## src/hdl/c2s_pkg.sv

```systemverilog
package c2s_pkg;

	localparam logic [63:0] PI_Q60          = 64'h3243F6A8885A308D;
	localparam logic [63:0] HALF_PI_Q60     = PI_Q60 >> 1;
	localparam logic [63:0] TWO_OVER_PI_Q64 = 64'hA2F9836E4E441529;

	localparam int ISQ_W    = 32;
	localparam int ISQ_LAT  = ISQ_W + 1;
	localparam int DEG_LAT  = 7;
	localparam int DEG_W    = 48;
	localparam int NORM_LAT = 7;

	// arctan(2^-idx) in radians, Q.60: pi/4 for idx 0, else by its power series
	function automatic logic [63:0] atan_q60(input int idx);
		logic [63:0] acc;
		logic [63:0] term;
		int k;
		int e;
		acc = '0;
		if (idx == 0) begin
			acc = PI_Q60 >> 2;
		end else begin
			for (k = 0; k < 32; k++) begin
				e = idx * (2 * k + 1);
				if (e <= 60) begin
					term = (64'd1 << (60 - e)) / 64'(2 * k + 1);
					if ((k % 2) == 0)
						acc = acc + term;
					else
						acc = acc - term;
				end
			end
		end
		return acc;
	endfunction

endpackage

```

## src/hdl/c2s_isqrt.sv

```systemverilog
module c2s_isqrt import c2s_pkg::*; (
	input  logic              clk,
	input  logic [63:0]       in_a,
	input  logic [63:0]       in_b,
	input  logic [63:0]       in_c,
	output logic [ISQ_W-1:0]  root
);

	logic [63:0]      rem_s  [ISQ_W+1];
	logic [ISQ_W-1:0] root_s [ISQ_W+1];

	always_ff @(posedge clk) begin
		rem_s[0]  <= in_a + in_b + in_c;
		root_s[0] <= '0;
	end

	// one root bit per stage, msb first
	for (genvar j = 0; j < ISQ_W; j++) begin : g_bit
		localparam int B = ISQ_W - 1 - j;
		logic [63:0] trial;
		assign trial = (64'(root_s[j]) << (B + 1)) + (64'd1 << (2 * B));
		always_ff @(posedge clk) begin
			if (rem_s[j] >= trial) begin
				rem_s[j+1]  <= rem_s[j] - trial;
				root_s[j+1] <= root_s[j] | (ISQ_W'(1) << B);
			end else begin
				rem_s[j+1]  <= rem_s[j];
				root_s[j+1] <= root_s[j];
			end
		end
	end

	assign root = root_s[ISQ_W];

endmodule

```

## config.mk

```make
export PLATFORM = sky130hd
export DESIGN_NAME = c2s_isqrt
export DESIGN_NICKNAME = d
export VERILOG_FILES = /design/src/hdl/c2s_pkg.sv /design/src/hdl/c2s_isqrt.sv
export SDC_FILE = /design/constraint.sdc
export NUM_CORES = 2
export LEC_CHECK = 0
export ABC_CLOCK_PERIOD_IN_PS = 3660
export BUFFER_PORTS_ARGS = -buffer_cell sky130_fd_sc_hd__buf_2
export CORE_MARGIN = 1.5
export CORE_UTILIZATION = 42
export DETAILED_ROUTE_END_ITERATION = 6
export PLACE_DENSITY = 0.59
export SLEW_MARGIN = 10
export SYNTH_ARGS = -nofsm -noshare
export SYNTH_HDL_FRONTEND = slang
export SYNTH_SLANG_ARGS = --single-unit
```

## constraint.sdc

```tcl
create_clock -name clk -period 3.66 [get_ports clk]
set_input_delay 0.183 -clock clk [delete_from_list [all_inputs] [get_ports clk]]
set_output_delay 0.183 -clock clk [all_outputs]
set_load 0.1 [all_outputs]
```

# Word-level counts from Yosys, hierarchy flattened
# Memory sizes are Yosys's and may differ from the RTL's.
# Index checks and enable logic that the tools add are counted.
dict set report op_classes {
  add_sub_neg 66
  order_cmp 32
  muxes 160
  bitwise 64
}
# operator n
set op_table {}
lappend op_table {{2-to-1 mux 64 bit} 32}
lappend op_table {{2-to-1 mux 32 bit} 32}
lappend op_table {{adder 64 bit} 2}
lappend op_table {{>= comparator 64 bit} 2}
lappend op_table {{subtractor 64 bit} 2}
lappend op_table {{2-to-1 mux 1 bit} 96}
lappend op_table {{adder 63 x 61 -> 64 bit (second input constant)} 1}
lappend op_table {{adder 64 x 63 -> 64 bit (second input constant)} 1}
lappend op_table {{>= comparator 64 x 34 -> 1 bit} 1}
lappend op_table {{>= comparator 64 x 35 -> 1 bit} 1}
lappend op_table {{>= comparator 64 x 36 -> 1 bit} 1}
lappend op_table {{>= comparator 64 x 37 -> 1 bit} 1}
lappend op_table {{>= comparator 64 x 38 -> 1 bit} 1}
lappend op_table {{>= comparator 64 x 39 -> 1 bit} 1}
lappend op_table {{>= comparator 64 x 40 -> 1 bit} 1}
lappend op_table {{>= comparator 64 x 41 -> 1 bit} 1}
lappend op_table {{>= comparator 64 x 42 -> 1 bit} 1}
lappend op_table {{>= comparator 64 x 43 -> 1 bit} 1}
lappend op_table {{>= comparator 64 x 44 -> 1 bit} 1}
lappend op_table {{>= comparator 64 x 45 -> 1 bit} 1}
lappend op_table {{>= comparator 64 x 46 -> 1 bit} 1}
lappend op_table {{>= comparator 64 x 47 -> 1 bit} 1}
lappend op_table {{>= comparator 64 x 48 -> 1 bit} 1}
lappend op_table {{>= comparator 64 x 49 -> 1 bit} 1}
lappend op_table {{other kinds (75)} 138}
dict set report word_totals {
  register_bits 0
  mem_bits_rw 3168
  output_inout_bits 32
  mem_count 2
}
# memory words word_bits read_ports rd_ports_with_merged_regs wr line_no
set memory_table {}
lappend memory_table {rem_s 33 64 32 0 33 c2s_isqrt.sv:9} ;# logic [63:0] rem_s [ISQ_W+1];
lappend memory_table {root_s 33 32 33 0 33 c2s_isqrt.sv:10} ;# logic [ISQ_W-1:0] root_s [ISQ_W+1];

# Logic depth before layout (Yosys ltp)
# An unclocked memory read counts as a cell.
dict set report logic_depth {
  depth_word 6
  mapped_depth 16
  depth_no_buf 16
}

# Worst setup path before layout
# No wires, ideal clock.
dict set report synth_path {
  path_kind {flip-flop to flip-flop}
  from {memory root_s[30][19]}
  to {memory rem_s[31][59]}
  t_arrival_ns 3.323
  required_time_ns 3.542
  path_slack_ns 0.218
  path_stages_with_launch 15
  n_path_buf 2
  period_less_slack_ns 3.442
  cell_sequence {dfxtp_1 -> inv_1 -> ha_1 -> clkbuf_1 -> nand4_1 -> nor4_1 -> inv_1 -> a31oi_1 -> o211ai_1 -> a31oi_1 -> a21oi_1 -> or4_1 -> buf_2 -> or4_1 -> xnor2_1}
}
# item line_no
set synth_rtl {}
lappend synth_rtl {{from (decl)} c2s_isqrt.sv:10}
lappend synth_rtl {{to (decl)} c2s_isqrt.sv:9}

==> flow_summary_export.csv <==
group,metric,value,unit
critical_path,critPathMaxFanout,7,
clock_network,htree_levels,5,
timing,fin_tns_setup,0,ns
timing,clock.fmax,276,MHz
global_route,grt_max_degree,61,
floorplanning,num_rows,180,
critical_path,crit_slowest_cell,"dlygate4sd3_1",
clock_network,cts_buffers,281,
critical_path,start_kind,"input port",
detailed_routing,drt_first_pass_iters,7,
timing,final_max_slew_viol_count,0,
synthesis,ys_seq_area_share,50.8,%
synthesis,synthTopCellsByCount,"dfxtp_1 (2576), inv_1 (726), a21oi_1 (681)",
power,switchingPower,42.2,mW
synthesis,synth_area_leaders,"dfxtp_1 (51%), ha_1 (7.6%), xnor2_1 (4.3%)",
synthesis,yosys.area_share.simple,14.9,%
synthesis,synth_compound_area_share,12.6,%
synthesis,synth_edf_count,0,
timing,min_period,3.62,ns
floorplanning,die_w,495,um
timing,hold_viol,0,
power,p_sw_share,35.9,%
synthesis,synth_top_cell_area_share,50.8,%
floorplanning,core,0.241,sq mm
synthesis,ys_warn_count,0,
global_route,overflow,0,
timing,finalClockSkew,0.0751,ns
job,drv_cap,0,
timing,setup_ws,0.0415,ns
cells_and_area,areaGrowthSynthToFinish,19.8,%
placement,dp_slack,-0.255,ns
critical_path,endpoint_kind,"flip-flop",
critical_path,crit_required,4.46,ns
synthesis,syn_area_per_cell,9.90,sq um
critical_path,path_delay_family,"buffers and inverters",
power,total_power,118,mW
detailed_routing,drt_iter0_drc,4280,
critical_path,critical_path_class,"input port to flip-flop",
power,combinationalPowerShare,31.9,%
cells_and_area,nets,12100,
clock_network,cts_root_buf,"clkbuf_16",
run_status,status,"completed",
synthesis,synth_ff_type,"dfxtp_1",
critical_path,cp_num_buf_inv,8,
placement,hpwl,232000,um
power,powerDensity,968,mW/mm^2
critical_path,max_stage_delay,0.57,ns
synthesis,yosysUniqueCellTypes,90,
synthesis,synth_seq_cells,2576,
min_path,hp-class,"input port to flip-flop",
placement,io_buffers,224,
timing,worst_pin_slew,1.19,ns
global_route,grt_pass1_wl,443000,um
clock_network,clock_path_buffers,4,
critical_path,crit_cells,17,
clock_network,clock_sinks,2576,
power,peakVddDrop,607,uV
timing,finalCritPeriodShare,98.9,%
min_path,whs_path_depth,4,
timing,relSlewSlack,20.3,%
power,internal-power,75.5,mW
critical_path,cp_data_arrival_time,4.42,ns
detailed_routing,drc,0,
detailed_routing,ant_nets,0,
critical_path,worst-r2r-cell-count,12,
critical_path,crit_chain,"dlygate4sd3_1 -> buf_2 -> fa_1 -> dlygate4sd3_1 -> ha_1 -> dlygate4sd3_1 -> buf_4 -> a21oi_1 -> o21ai_0 -> a21oi_1 -> o31ai_2 -> buf_4 -> a2111oi_2 -> buf_4 -> nor3_1 -> buf_4 -> xor2_1",
floorplanning,die_h,495,um
floorplanning,ios,225,
floorplanning,die-area,0.245,sq mm
critical_path,worst_path_most_repeated_cell,"buf_4",
synthesis,synth.area.mux_share,1.19,%
power,p_leak,56.0,nW
synthesis,synthCells,10300,
timing,rsz0062_at_grt,"yes",
placement,gp_congestion,0.943,
power,clkPwrFrac,24.2,%
cells_and_area,stdcell_count,14600,
power,seqPwrFrac,43.9,%
timing,setup_viol,0,
global_route,antenna_found_initial,20,
floorplanning,start_util,42.2,%
clock_network,clock_latency,0.94,ns
placement,place_area,0.110,sq mm
clock_network,cts_tree,"yes",
cells_and_area,postLayoutCellArea,0.122,sq mm
cells_and_area,final_layout_size_suffix_gt1_share,12.5,%
synthesis,synth_xor_xnor_area_share,8.00,%
synthesis,synth_most_common_cell,"dfxtp_1",
synthesis,ys_async_sr_fraction,0,%
global_route,grt_pass1_vias,77400,
detailed_routing,routed_wl,291000,um
detailed_routing,num_vias,76600,
synthesis,synth_fa_ha_area_share,8.90,%
detailed_routing,viasPerCell,5.23,
synthesis,netlist_area,0.102,sq mm
synthesis,yosysTopAreaCell,"dfxtp_1",
synthesis,synth_top_family_by_area,"simple AND/OR/NAND/NOR gates",
global_route,track_usage,23.2,%
placement,dpl.cell_count,13900,
clock_network,clk_pin_slew,0.06,ns
synthesis,syn-num-nets,11100,
detailed_routing,wl_per_cell,19.8,um
## area by class of cell
class	instances	area, sq um
Sequential cell	2576	51600
Clock inverter	102	1410
Multi-Input combinational cell	6713	47000
Clock buffer	374	7900
Antenna cell	54	135
Inverter	728	2740
Fill cell	21800	119000
Tap cell	3185	3990
Timing Repair Buffer	909	6910
## stage by stage
stage | hold slack [ns] | util (%)
2_1_floorplan | 0.322 | -
3_3_place_gp | 0.333 | 45.6
3_5_place_dp | 0.334 | 45.6
4_1_cts | 0.00562 | 50.3
5_1_grt | 0.0549 | 50.6
6_report | 0.0545 | 50.6
## per-layer routing
metal  track usage, %  vias up  wire (um)
li1                 -    37800          -
met1             24.8    36500     113000
met2             43.7     1667     152000
met3             2.81      653       9160
met4             12.8        4      17000
met5                0        -         27
## worst min-delay path, stage by stage
cell and delay, ns:
buf_2 0.09, fa_1 0.17, ha_1 0.32, xnor2_1 0.14
## state kept, by name (all words and copies together) (netlist names)
register	count
rem_s	2048
root_s	528
## cell usage in the layout, fill, tap and decap left out, drive strengths merged, types with 32 or more instances in the layout
master and count:
nand3 170, nand4 176, nor3 250, and3 49, o21a 131, dfxtp 2576
dlygate4sd3 183, or2 41, a211oi 39, xnor2 494, nor4b 48, clkinv 51
nor4 358, fa 64, a31oi 60, bufinv 32, o21bai 80, inv 736
nor2 637, xor2 434, nor2b 78, a21oi 681, o21ai 491, buf 724
nand2 651, nand2b 107, or3 113, o31ai 52, diode 54, ha 620
mux2 96, a21o 292, or4 87, clkbuf 376
## power groups by stage
| stage | Combinational, mW | Clock (mW) | Sequential (mW) |
|---|---|---|---|
| 2_1_floorplan | 25.5 | 0 | 47.0 |
| 3_3_place_gp | 36.0 | 0 | 52.1 |
| 3_5_place_dp | 36.4 | 0 | 52.1 |
| 4_1_cts | 37.2 | 29.0 | 51.7 |
| 5_1_grt | 41.3 | 30.2 | 52.8 |
| 6_report | 37.5 | 28.5 | 51.7 |
## repair_timing
item / CTS / global route
pin swaps: 0 / 12
resized for setup: 9 / 118
hold buffers: 184 / 0
buffers inserted: 1 / 5
gates cloned: 0 / 1
endpoints found under the hold margin: 62 / 0
setup endpoints to repair: 34 / 213
## path summary, 6_finish.rpt
| check | start | endpoint | slack (ns) |
|---|---|---|---|
| worst max register to register | root_s[28][19] | rem_s[29][59] | 0.08 |
| worst max-delay path | in_c[31] | rem_s[0][60] | 0.04 |
| worst min-delay path | in_b[53] | rem_s[0][54] | 0.05 |
| worst min register to register | rem_s[22][13] | rem_s[23][13] | 0.31 |
## cells by family (layout without fill, tap and decap cells)
kind of cell / Yosys count / count (layout)
flops: 2576 / 2576
simple gates: 2927 / 2927
compound gates: 2069 / 2069
mux: 105 / 105
fa+ha+maj: 684 / 684
buf+inv: 971 / 2113
other cells: 0 / 54
xor+xnor: 928 / 928
No activity file was read; power rests on OpenSTA's default activity.
